<file path="config.mk">
export PLATFORM = sky130hd
export DESIGN_NAME = lsgc_cordic_cell
export DESIGN_NICKNAME = d
export VERILOG_FILES = /design/src/hw/rtl/lsgc_pkg.sv /design/src/hw/rtl/lsgc_cordic_cell.sv
export SDC_FILE = /design/constraint.sdc
export NUM_CORES = 1
export LEC_CHECK = 0
export BUFFER_PORTS_ARGS = -buffer_cell sky130_fd_sc_hd__buf_2
export CAP_MARGIN = 20
export CORE_ASPECT_RATIO = 1.75
export CORE_MARGIN = 2
export CORE_UTILIZATION = 40
export CTS_BUF_LIST = sky130_fd_sc_hd__clkbuf_8
export CTS_CLUSTER_DIAMETER = 40
export DETAILED_ROUTE_END_ITERATION = 8
export GPL_ROUTABILITY_DRIVEN = 0
export MAX_ROUTING_LAYER = met4
export PLACE_DENSITY = 0.75
export SYNTH_ARGS = -nofsm -noshare
export SYNTH_HDL_FRONTEND = slang
export SYNTH_SLANG_ARGS = --single-unit
</file>
<file path="constraint.sdc">
create_clock -name clk -period 1.1 [get_ports clk]
set_clock_uncertainty 0.15 [all_clocks]
set_input_delay 0.11 -clock clk [delete_from_list [all_inputs] [get_ports clk]]
set_output_delay 0.11 -clock clk [all_outputs]
set_load 0.005 [all_outputs]
</file>
<file path="src/hw/rtl/lsgc_pkg.sv">
package lsgc_pkg;

	// configuration register indexes
	localparam int CFG_IDX_W = 3;
	localparam logic [CFG_IDX_W-1:0] CFG_ANGLE_START   = 3'd0;
	localparam logic [CFG_IDX_W-1:0] CFG_ANGLE_STEP    = 3'd1;
	localparam logic [CFG_IDX_W-1:0] CFG_RANGE_LOW     = 3'd2;
	localparam logic [CFG_IDX_W-1:0] CFG_RANGE_HIGH    = 3'd3;
	localparam logic [CFG_IDX_W-1:0] CFG_PPM_Q8        = 3'd4;
	localparam logic [CFG_IDX_W-1:0] CFG_SENSOR_OFFSET = 3'd5;

	// cordic geometry, q4.14 vector, angle in units of 2*pi/65536
	localparam int CORDIC_STEPS = 14;
	localparam int VEC_W        = 18;
	localparam int ANG_W        = 17;
	localparam logic signed [VEC_W-1:0] CORDIC_GAIN = 18'sd9949;
	localparam logic signed [ANG_W-1:0] QUARTER     = 17'sd16384;
	localparam logic signed [ANG_W-1:0] HALF_TURN   = 17'sd32768;

	// scaling datapath widths
	localparam int XQ_W   = 32;            // range * trig + offset, mm * 2^14
	localparam int MAG_W  = XQ_W - 1;
	localparam int PPM_W  = 16;
	localparam int PROD_W = MAG_W + PPM_W;
	localparam int FRAC_SH = 22;
	localparam int U_W    = PROD_W + 1 - FRAC_SH;
	// divide by 1000 as multiply by ceil(2^36 / 1000), exact for u below 2^27
	localparam int RECIP_SH = 36;
	localparam int RECIP_W  = 27;
	localparam logic [RECIP_W-1:0] RECIP_K = 27'd68719477;
	localparam int QK_W   = U_W + RECIP_W;
	localparam int Q_W    = QK_W - RECIP_SH;
	localparam logic [PROD_W:0] ROUND_HALF = (PROD_W + 1)'(500) << FRAC_SH;

	// state handed from one rotation stage to the next
	typedef struct packed {
		logic                    ok;
		logic                    neg;
		logic [15:0]             range;
		logic signed [VEC_W-1:0] x;
		logic signed [VEC_W-1:0] y;
		logic signed [ANG_W-1:0] z;
	} cordic_t;

	// atan(2^-i) in units of 2*pi/65536, rounded to nearest
	function automatic logic signed [ANG_W-1:0] atan_turn(input int i);
		logic signed [ANG_W-1:0] a;
		case (i)
			0:       a = 17'sd8192;
			1:       a = 17'sd4836;
			2:       a = 17'sd2555;
			3:       a = 17'sd1297;
			4:       a = 17'sd651;
			5:       a = 17'sd326;
			6:       a = 17'sd163;
			7:       a = 17'sd81;
			8:       a = 17'sd41;
			9:       a = 17'sd20;
			10:      a = 17'sd10;
			11:      a = 17'sd5;
			12:      a = 17'sd3;
			13:      a = 17'sd1;
			default: a = 17'sd0;
		endcase
		return a;
	endfunction

endpackage

</file>
<file path="src/hw/rtl/lsgc_cordic_cell.sv">
module lsgc_cordic_cell #(
	parameter int STEP = 0
) (
	input  logic              clk,
	input  logic              arst_n,
	input  logic              en,
	input  logic              in_vld,
	input  lsgc_pkg::cordic_t in_data,
	output logic              out_vld,
	output lsgc_pkg::cordic_t out_data
);
	import lsgc_pkg::*;

	logic signed [VEC_W-1:0] dx;
	logic signed [VEC_W-1:0] dy;
	logic signed [ANG_W-1:0] at;
	cordic_t                 nxt;
	cordic_t                 rot_s1;
	logic                    vld_s1;

	// one micro-rotation, direction from the sign of the residual angle
	always_comb begin
		dx  = in_data.y >>> STEP;
		dy  = in_data.x >>> STEP;
		at  = atan_turn(STEP);
		nxt = in_data;
		if (in_data.z >= 0) begin
			nxt.x = in_data.x - dx;
			nxt.y = in_data.y + dy;
			nxt.z = in_data.z - at;
		end else begin
			nxt.x = in_data.x + dx;
			nxt.y = in_data.y - dy;
			nxt.z = in_data.z + at;
		end
	end

	// stage register, payload without reset
	always_ff @(posedge clk) begin
		if (en) begin
			rot_s1 <= nxt;
		end
	end

	always_ff @(posedge clk or negedge arst_n) begin
		if (!arst_n) begin
			vld_s1 <= 1'b0;
		end else if (en) begin
			vld_s1 <= in_vld;
		end
	end

	assign out_vld  = vld_s1;
	assign out_data = rot_s1;

endmodule

</file>
# Yosys cells after proc, flatten, opt, wreduce, memory -nomap -nowiden
# Index checks and enable logic that the tools add are counted.
[totals] regBits=72 input_bits=75 word_cells=14
[classes] add_sub_neg=5 order_cmp=1 mux=1
[ops] op="53-bit two-way mux" count=1
[ops] op="18-bit subtractor" count=2
[ops] op="18-bit adder" count=1
[ops] op="17-bit by 15-bit adder with 17-bit output, second input constant" count=1
[ops] op="17-bit by 1-bit greater-or-equal comparator with 1-bit output, second input constant" count=1
[ops] op="17-bit by 15-bit subtractor with 17-bit output, second input constant" count=1

# Depth between registers and ports, before layout
[depth] depth_word=2 depth_mapped=10

# Worst setup path after synthesis
# Ideal clock, no wire load.
[synth_timing] path_kind="input to register" startpoint="input in_data[17] (netlist bit)" endpoint="register rot_s1 (netlist bit out_data[33]), data pin" setup_time_ns=0.264 t_arrival_ns=2.004 required_ns=0.686 setup_slack_ns=-1.318 cell_stages=9 n_path_buf=0 cell_sequence="ha_1 fa_1 nor2b_1 o21ai_0 a211oi_2 nor4_2 o311a_1 o31ai_1 xnor2_1"
[synth_rtl] item="start: declaration" line_no="lsgc_cordic_cell.sv:8" text="input lsgc_pkg::cordic_t in_data,"
[synth_rtl] item="end signal: assignment" line_no="lsgc_cordic_cell.sv:41" text="rot_s1 <= nxt;"
[synth_rtl] item="end: declaration" line_no="lsgc_cordic_cell.sv:18" text="cordic_t rot_s1;"

==> impl_metrics.csv <==
group,metric,value,unit
outcome,status,"complete, but fails checks",
outcome,violations,"setup timing",
setup_path,cp.arrival,2.08,ns
sta,finalMaxSlewViolations,0,
sta,period_share,194,%
placed_design,pre_cts_ws,-1.46,ns
floorplan,core,12400,um^2
logic_synthesis,synthFlopType,"edfxtp_1",
placed_design,placed_cells,921,
global_route,grt_util_all_layers,28.0,%
sta,min_period,2.13,ns
floorplan,die_w,89.0,um
global_route,grt_max_degree,20,
routing,ant_nets,0,
finish,layout_commonest_cell,"buf_4",
clock_network,cts_sinks,71,
routing,wl_met2,10.3,mm
sta,worst_pin_slew,0.417,ns
logic_synthesis,synth-async-reset-ratio,1.41,%
finish,fin_nets,971,
finish,regArea,2130,um^2
global_route,grt_pass1_vias,5978,
sta,slew_headroom,72.2,%
floorplan,start_util,40.7,%
routing,m1WireLength,6.08,mm
clock_network,cts_buffers,9,
setup_path,reg2reg_from,"out_vld",
floorplan,row_count,54,
logic_synthesis,synth_warnings,0,
power,power.density,1100,nW/um^2
power,ir_drop,603,uV
sta,setup_tns,-25.81,ns
sta,fin_ws,-1.03,ns
routing,drt-vias-per-instance,5.55,
global_route,antenna_found_initial,0,
finish,area_delta_synth_final,78.1,%
logic_synthesis,synth-edff-count,70,
setup_path,r2r-end,"out_vld",
finish,multi_input_area,3460,um^2
clock_network,clk_pin_slew_worst_paths,0.08,ns
setup_path,cp_max_fo,3,
finish,antenna_cells,0,
setup_path,crit_required,1.05,ns
logic_synthesis,syn-instance-count,491,
routing,drt-initial-drc-count,568,
logic_synthesis,synth_seq_cells,71,
setup_path,cp-start-kind,"input pin",
sta,finalSetupViolCount,87,
finish,fill_cells,780,
clock_network,clk_latency,0.36,ns
clock_network,cts_buffer_depth,2,
finish,layout-drive-gt1-share,55.4,%
job,max-cap-violations,0,
setup_path,endpoint,"out_data[27]",
routing,first_pass_iters,5,
clock_network,cts_tree,"built",
logic_synthesis,syn_area,5060,um^2
placed_design,place_hpwl,13.1,mm
floorplan,die_area,13600,um^2
routing,wl_per_cell,18.9,um
clock_network,h-tree-depth,3,
sta,hold_violations,0,
logic_synthesis,synth_nets,626,
setup_path,cp-end-kind,"register",
sta,fmax,469,MHz
routing,vias,5599,
global_route,grt.overflow.total,0,
logic_synthesis,ys_types,59,
finish,layout_common_cells,"buf_4, buf_2, edfxtp_1, ha_1, dlygate4sd3_1",
routing,top_layer,"met4",
setup_path,rr_worst_depth,1,
setup_path,ff2ff_setup_slack,0.19,ns
clock_network,cts_root_buf,"clkbuf_8",
min_path,min-delay-path-class,"input pin to register",
logic_synthesis,ys_seq_area_share,42.1,%
floorplan,fp.dieH,153,um
sta,rsz0062_at_grt,"yes",
routing,met3_length,1.35,mm
routing,finalWirelength,19.1,mm
global_route,grt_pass1_wl,28.6,mm
logic_synthesis,synth.avg_cell_area,10.3,um^2
setup_path,crit_start,"in_data[17]",
power,leakagePower,0.00398,uW
floorplan,io_pins,147,
routing,drc,0,
placed_design,numPortBuffers,146,
setup_path,crit_type,"input pin to register",
finish,fin_cells,1009,
-- critical path: stages --
cell and delay (ns):
buf_8 0.10, buf_12 0.12, inv_8 0.04, ha_4 0.14, fa_2 0.25, inv_2 0.06, a21oi_4 0.16, o21ai_1 0.09
buf_4 0.18, a221oi_4 0.38, buf_4 0.17, nand3b_1 0.07, o211ai_1 0.11, xnor2_1 0.10
-- synthesized netlist by cell type, types with 7 or more instances --
cell,instances,area (um^2)
xor2_1,10,87.6
o21ai_0,32,160
nand3_1,7,35.0
a21o_1,12,90.1
nor3_1,8,40.0
a21oi_1,43,215
inv_1,49,184
xnor2_1,24,210
nand2_1,19,71.3
ha_1,56,701
clkbuf_1,7,26.3
buf_2,8,40.0
nor2_1,27,101
edfxtp_1,70,2100
nor2b_1,12,75.1
-- stage by stage --
stage / power (uW) / util, % / cell area [um^2] / hold slack [ns]
floorplan: 5090 / - / 5450 / -0.336
global placement: 6510 / 59.3 / 7380 / -0.264
detailed placement: 6620 / 59.3 / 7380 / -0.262
CTS: 9580 / 70.2 / 8730 / -0.0335
global route: 10300 / 72.4 / 9010 / 0.0248
finish: 9900 / 72.4 / 9010 / 0.0249
-- flip-flops by register name, indices dropped and copies added (netlist names) --
name	cells
out_vld	1
out_data	70
-- where the power goes --
part	total, uW	internal (uW)	switching [uW]
clock network	2360	1300	1060
logic	4040	2060	1980
registers	3500	3410	92.9
total	9900	6770	3140
-- logic make-up after synthesis --
kind of cell | Yosys count | synth area share (%)
AND/OR/NAND/NOR | 99 | 9.97
AO/OA/AOI/OAI | 149 | 19.8
flip-flops | 71 | 42.1
multiplexers | 5 | 1.01
XOR/XNOR | 34 | 5.89
adder cells (fa/ha/maj) | 60 | 15.4
buffers and inverters | 73 | 5.84
-- worst min-delay path by stage --
| stage | start | end | slack (ns) | cells past startpoint |
|---|---|---|---|---|
| after detailed placement | arst_n | out_vld | -0.26 | 1 |
| after CTS | in_data[14] | out_data[14] | -0.03 | 2 |
| final | in_data[14] | out_data[14] | 0.02 | 2 |
| after global routing | in_data[15] | out_data[16] | 0.02 | 3 |
| after global placement | arst_n | out_vld | -0.26 | 1 |
| after floorplan | arst_n | out_vld | -0.34 | 0 |
-- routing by layer --
layer / vias to the layer above / track usage, %
met2: 387 / 50.7
met3: 136 / 4.39
met4: 0 / 18.2
met5: - / -
met1: 2603 / 25.6
li1: 2473 / -
-- layout make-up --
cell class / count / area share [%]
flip-flops and latches: 71 / 23.6
inverters: 50 / 2.76
clock buffers: 9 / 1.38
multi-input cells: 347 / 38.4
clock inverters: 7 / 1.11
repair buffers: 357 / 30.4
well taps: 168 / 2.33
-- what timing repair did --
action | 4_1_cts | 5_1_grt
resized for setup | 132 | 35
cloned | 1 | 0
endpoints found under the setup margin | 109 | 108
hold buffers | 36 | 1
buffers inserted | 22 | 14
pin swaps | 66 | 33
endpoints found under the hold margin | 35 | 1
Power figures use the tool's default switching activity.
