### src/hw/rtl/lsgc_pkg.sv
package lsgc_pkg;

	// configuration register indexes
	localparam int CFG_IDX_W = 3;
	localparam logic [CFG_IDX_W-1:0] CFG_ANGLE_START   = 3'd0;
	localparam logic [CFG_IDX_W-1:0] CFG_ANGLE_STEP    = 3'd1;
	localparam logic [CFG_IDX_W-1:0] CFG_RANGE_LOW     = 3'd2;
	localparam logic [CFG_IDX_W-1:0] CFG_RANGE_HIGH    = 3'd3;
	localparam logic [CFG_IDX_W-1:0] CFG_PPM_Q8        = 3'd4;
	localparam logic [CFG_IDX_W-1:0] CFG_SENSOR_OFFSET = 3'd5;

	// cordic geometry, q4.14 vector, angle in units of 2*pi/65536
	localparam int CORDIC_STEPS = 14;
	localparam int VEC_W        = 18;
	localparam int ANG_W        = 17;
	localparam logic signed [VEC_W-1:0] CORDIC_GAIN = 18'sd9949;
	localparam logic signed [ANG_W-1:0] QUARTER     = 17'sd16384;
	localparam logic signed [ANG_W-1:0] HALF_TURN   = 17'sd32768;

	// scaling datapath widths
	localparam int XQ_W   = 32;            // range * trig + offset, mm * 2^14
	localparam int MAG_W  = XQ_W - 1;
	localparam int PPM_W  = 16;
	localparam int PROD_W = MAG_W + PPM_W;
	localparam int FRAC_SH = 22;
	localparam int U_W    = PROD_W + 1 - FRAC_SH;
	// divide by 1000 as multiply by ceil(2^36 / 1000), exact for u below 2^27
	localparam int RECIP_SH = 36;
	localparam int RECIP_W  = 27;
	localparam logic [RECIP_W-1:0] RECIP_K = 27'd68719477;
	localparam int QK_W   = U_W + RECIP_W;
	localparam int Q_W    = QK_W - RECIP_SH;
	localparam logic [PROD_W:0] ROUND_HALF = (PROD_W + 1)'(500) << FRAC_SH;

	// state handed from one rotation stage to the next
	typedef struct packed {
		logic                    ok;
		logic                    neg;
		logic [15:0]             range;
		logic signed [VEC_W-1:0] x;
		logic signed [VEC_W-1:0] y;
		logic signed [ANG_W-1:0] z;
	} cordic_t;

	// atan(2^-i) in units of 2*pi/65536, rounded to nearest
	function automatic logic signed [ANG_W-1:0] atan_turn(input int i);
		logic signed [ANG_W-1:0] a;
		case (i)
			0:       a = 17'sd8192;
			1:       a = 17'sd4836;
			2:       a = 17'sd2555;
			3:       a = 17'sd1297;
			4:       a = 17'sd651;
			5:       a = 17'sd326;
			6:       a = 17'sd163;
			7:       a = 17'sd81;
			8:       a = 17'sd41;
			9:       a = 17'sd20;
			10:      a = 17'sd10;
			11:      a = 17'sd5;
			12:      a = 17'sd3;
			13:      a = 17'sd1;
			default: a = 17'sd0;
		endcase
		return a;
	endfunction

endpackage

### src/hw/rtl/lsgc_axis.sv
module lsgc_axis (
	input  logic                          clk,
	input  logic                          en,
	input  logic signed [lsgc_pkg::XQ_W-1:0] val,
	input  logic [lsgc_pkg::PPM_W-1:0]       ppm,
	output logic signed [lsgc_pkg::Q_W:0]    res
);
	import lsgc_pkg::*;

	logic              neg_s1, neg_s2, neg_s3, neg_s4;
	logic [MAG_W-1:0]  mag_s1;
	logic [PROD_W-1:0] prod_s2;
	logic [U_W-1:0]    u_s3;
	logic [QK_W-1:0]   qk_s4;
	logic signed [Q_W:0] res_s5;

	logic [XQ_W-1:0]   mag_v;
	logic [PROD_W:0]   biased_v;
	logic [Q_W:0]      q_v;

	always_comb begin
		mag_v    = val[XQ_W-1] ? XQ_W'(-val) : XQ_W'(val);
		biased_v = {1'b0, prod_s2} + ROUND_HALF;
		q_v      = {1'b0, qk_s4[QK_W-1:RECIP_SH]};
	end

	// magnitude, scale, add half and drop fraction, divide by 1000, restore sign
	always_ff @(posedge clk) begin
		if (en) begin
			neg_s1  <= val[XQ_W-1];
			mag_s1  <= mag_v[MAG_W-1:0];
			neg_s2  <= neg_s1;
			prod_s2 <= PROD_W'(mag_s1) * PROD_W'(ppm);
			neg_s3  <= neg_s2;
			u_s3    <= biased_v[PROD_W:FRAC_SH];
			neg_s4  <= neg_s3;
			qk_s4   <= QK_W'(u_s3) * QK_W'(RECIP_K);
			res_s5  <= neg_s4 ? -$signed(q_v) : $signed(q_v);
		end
	end

	assign res = res_s5;

endmodule

### config.mk
export PLATFORM = sky130hd
export DESIGN_NAME = lsgc_axis
export DESIGN_NICKNAME = d
export VERILOG_FILES = /design/src/hw/rtl/lsgc_pkg.sv /design/src/hw/rtl/lsgc_axis.sv
export SDC_FILE = /design/constraint.sdc
export NUM_CORES = 2
export LEC_CHECK = 0
export BUFFER_PORTS_ARGS = -buffer_cell sky130_fd_sc_hd__buf_2
export CAP_MARGIN = 20
export CORE_MARGIN = 3
export CORE_UTILIZATION = 30
export DETAILED_ROUTE_END_ITERATION = 6
export PLACE_DENSITY = 0.44
export SKIP_LAST_GASP = 1
export SLEW_MARGIN = 20
export SYNTH_ARGS = -nofsm -noshare
export SYNTH_HDL_FRONTEND = slang
export SYNTH_SLANG_ARGS = --single-unit
### constraint.sdc
create_clock -name clk -period 7.9 [get_ports clk]
set_clock_uncertainty 0.05 [all_clocks]
set_input_delay 1.58 -clock clk [delete_from_list [all_inputs] [get_ports clk]]
set_output_delay 1.58 -clock clk [all_outputs]
set_load 0.01 [all_outputs]
=== Word level (Yosys, flattened, before mapping) ===
Cells that the tools add are included.

* $add $sub $neg: 3
* $mul: 2
* Div/mod/pow operators: 0
* Order comparisons: 0
* Equality and inequality tests: 0
* Shift operators: 0
* Muxes and demuxes: 2
* Bitwise logic cells: 0
* Reduce and logical (&&, ||, !) cells: 0

{| class="wikitable"
|+ Operators with widths
! cell !! count
|-
| multiplier 26 x 27 -> 53 bit (second input constant) || 1
|-
| adder 47 x 31 -> 48 bit (second input constant) || 1
|-
| multiplier 31 x 16 -> 47 bit || 1
|-
| 2-to-1 mux 31 bit || 1
|-
| negator 31 bit || 1
|-
| negator 17 -> 18 bit || 1
|-
| 2-to-1 mux 17 bit || 1
|}

* Flip-flop bits (word level): 179
* Latch bits: 0
* Bits in writable memories: 0
* ROM bits: 0
* Output and inout bits: 18
* Memories: 0

=== Longest topological paths before layout ===
* Depth in word-level cells: 2
* Depth in mapped cells: 25

=== Worst setup path after synthesis ===
OpenSTA, ideal clock, no wires.

* Path kind: input port to flip-flop
* Start: input ppm[1] (netlist bit)
* End: register prod_s2[40] (data pin)
* Arrival: 6.991 ns
* Required time: 7.594 ns
* Slack: 0.603 ns
* Stages on the path: 20
* Path buffers: 1
* Cell sequence: clkbuf_1 nand2_1 fa_1 fa_1 fa_1 inv_1 fa_1 fa_1 inv_1 fa_1 inv_1 ha_1 a21oi_1 o21ai_0 a221oi_1 o211ai_1 a21boi_0 nor2_1 a311o_1 o211a_1

* Word-level cells in the longest chain between the ends: 1

{| class="wikitable"
|+ Ends and longest elaborated chain
! what !! RTL line !! RTL
|-
| start: declaration || lsgc_axis.sv:5 || <nowiki>input logic [lsgc_pkg::PPM_W-1:0] ppm,</nowiki>
|-
| multiplier 31 x 16 -> 47 bit || lsgc_axis.sv:33 || <nowiki>prod_s2 <= PROD_W'(mag_s1) * PROD_W'(ppm);</nowiki>
|-
| end signal: assignment || lsgc_axis.sv:33 ||
|-
| end: declaration || lsgc_axis.sv:12 || <nowiki>logic [PROD_W-1:0] prod_s2;</nowiki>
|}

Every way passes these cells.
A chain may end at the register's enable or synchronous reset.

=== Final worst setup path ===
* Start: register u_s3[12]
* End: register qk_s4[42] (data pin)

* Word-level cells in the longest chain between the ends: 1

{| class="wikitable"
|+ Ends and longest elaborated chain
! what !! RTL line !! RTL
|-
| start: declaration || lsgc_axis.sv:13 || <nowiki>logic [U_W-1:0] u_s3;</nowiki>
|-
| start signal: assignment || lsgc_axis.sv:35 || <nowiki>u_s3 <= biased_v[PROD_W:FRAC_SH];</nowiki>
|-
| multiplier 26 x 27 -> 53 bit || lsgc_axis.sv:37 || <nowiki>qk_s4 <= QK_W'(u_s3) * QK_W'(RECIP_K);</nowiki>
|-
| end signal: assignment || lsgc_axis.sv:37 ||
|-
| end: declaration || lsgc_axis.sv:14 || <nowiki>logic [QK_W-1:0] qk_s4;</nowiki>
|}

Every way passes these cells.

==> reports/summary.txt <==
outcome - finished clean
synthesis-to-finish area growth - 9.85%
gpl congestion - 0.852
clock buffer depth - 2
Vert. Die Dim - 325 microns
endpoints failing setup - 0
synth top area cells - fa_1 40%, ha_1 16%, edfxtp_1 12%, inv_1 10%, and2_1 4.5%
Final min period - 7.53 ns
Post-CTS Setup Repair Bufs - 0
Worst EP arrival - 7.72 ns
core area - 0.100 sq mm
Most common cell on crit path - fa_1
GRT met3 Usage - 2.09%
CTS tree - built
Syn Inst Count - 3163
CTS Root Buffer Type - clkbuf_16
WL final - 78900 microns
Die ar. - 0.105 sq mm
I/O pin cnt - 68
WP data required - 8.09 ns
YS warnings - 0
Synth top area share - 40.4%
GR Util met1 - 22.9%
Worst setup SP type - flop
post-synthesis cell area - 0.0305 sq mm
starting density of the core - 30.3%
worst-path cell chain - inv_1 > fa_1 > fa_1 > fa_1 > fa_1 > inv_1 > fa_1 > fa_1 > inv_1 > fa_1 > inv_1 > ha_1 > o21ai_0 > o21ai_0 > o211ai_1 > a21oi_1 > a21oi_1 > nor4_1 > nor2_1 > o311ai_0
RSZ-0062 raised after global routing - false
WL/cell - 17.1 microns
EDFF count, synth - 121
CP max stage delay - 0.82 ns
MaxCap Viol Count - 0
Die Span X - 325 microns
Fmax - 133 MHz
Hold Path Class - flop to flop
register area share after synthesis - 11.9%
row count - 116
number of vias per cell - 4.41
Yosys top cell by area - fa_1
clk sink count - 121
Synth Area per Inst - 9.64 sq um
commonest non-fill, non-tap cell in the layout - inv_1
CP max FO - 8
Primary FF master, synth - edfxtp_1
antenna violations before repair - 1
vias in the first global route - 22014
grt ovf - 0
slew margin rel. - 26.4%
port bufs - 67
asr flop ratio synth - 0%
Most Crowded Layer GR - met2
Netlist cell types - 53
crit path capture type - flop
Post-DP HPWL - 68400 microns
CP max-delay cell - nor4_1
routed vias - 20342
Clock Latency Late Sink - 0.46 ns
NumNets Final - 4294
Total Neg Setup Slack - 0 ns
GRT Total Usage - 15.4%
CTS H-tree lvls - 4
Final Max Slew Viols - 0
n_diodes - 0
drt first pass iters - 4
first-pass GRT wire length - 127000 microns
post-CTS resize count - 0
commonest cells after routing, fill and taps aside - 835 x inv_1, 615 x fa_1, 387 x ha_1
CTS buffer count - 17
DRC viols - 0
Clock Pin Slew Worst Setup and Hold Paths - 0.06 ns
layout cells sized above 1 - 6.02%
Hold Buf Count CTS - 0
Initial DRC Count - 889
final period utilization - 95.3%
Post-Syn Nets - 4215
pin count of the biggest net entering global routing - 66
final antenna-violating net count - 0
kind of critical path - flop to flop
Tightest Pin Transition - 1.09 ns
#FFs+latches synth - 121
fillcell total - 10549
GRT met2 Usage - 24.1%
Fin. Hold Viols - 0
critical path, delay by kind of cell (launching register included):
kind            cells  cell delay [ns]
simple gates        2             1.10
fa+ha+maj           8             3.93
buf+inv             4             0.42
flops               1             0.67
compound gates      6             1.16
Yosys cell counts (3+ instances only):
master     instances
nor3_1            22
a21oi_1           68
and4_1             5
or2_2              5
a211oi_1          13
a211o_1            4
or4_1              5
a221oi_1           6
fa_1             615
a21o_1            23
or3_4              5
and2_1           218
xor2_1            31
o2111ai_1          3
nand2_1          359
o21bai_1           9
a21boi_0           4
a31oi_1           11
o21a_1             6
o211a_1            3
or3_1              8
ha_1             387
nor2_1            48
nor4_1             5
nand2b_1           6
a2111oi_0          4
nand4_1           16
and3_1            14
o21ai_0           63
edfxtp_1         121
a311oi_1           3
clkbuf_1          92
o31ai_1           12
o311ai_0           3
nor2b_1           11
o211ai_1           5
xnor2_1           69
inv_1            835
nand3_1           28
stage by stage:
stage	cells	area [sq um]	hold slack [ns]	utilization [%]	setup slack [ns]
finish	4611	33500	0.371	33.3	0.374
global route	4611	33500	0.378	33.3	0.114
CTS	4611	33500	0.374	33.3	0.357
detailed placement	4580	32900	0.358	32.8	0.0647
global placement	4580	32900	0.354	32.8	0.125
floorplan	3163	30500	0.350	-	0.603
final cells by class:
cell class	count	area, sq um	area share, %
clock buffers	17	425	1.27
clock inverters	14	150	0.448
inverters	835	3130	9.36
multi-input cells	2113	23400	69.8
flip-flops and latches	121	3630	10.9
well taps	1357	1700	5.07
repair buffers	154	1080	3.23
metal layers:
| metal | share of wire [%] | vias up |
|---|---|---|
| li1 | - | 9770 |
| met1 | 51 | 10200 |
| met2 | 44 | 319 |
| met3 | 3.4 | 51 |
| met4 | 1.4 | 2 |
| met5 | 0.014 | - |
cell families (layout without fill, tap and decap cells):
group	Yosys count	in the layout	share of synthesized area, %
flops	121	121	11.9
xor+xnor	100	100	2.87
buf+inv	929	1020	11.4
fa+ha+maj	1002	1002	56.3
simple gates	759	759	12.2
compound gates	252	252	5.30
flip-flops by register name (all words and copies together), names as in the netlist:
register,flops
qk_s4,17
res,18
u_s3,26
neg_s2,1
neg_s1,1
mag_s1,31
prod_s2,25
neg_s3,1
neg_s4,1
worst paths after layout:
path	slack [ns]	to	depth (start not counted)	startpoint
worst max-delay path	0.37	qk_s4[42]$_DFFE_PP_	20	u_s3[12]$_DFFE_PP_
worst min-delay path	0.37	neg_s4$_DFFE_PP_	0	neg_s3$_DFFE_PP_
worst max register to register	0.37	qk_s4[42]$_DFFE_PP_	20	u_s3[12]$_DFFE_PP_
worst min register to register	0.37	neg_s4$_DFFE_PP_	0	neg_s3$_DFFE_PP_
Power is left out: the tool's default activity adds up to more than one toggle a clock period on the data nets, which glitch-free logic cannot reach.
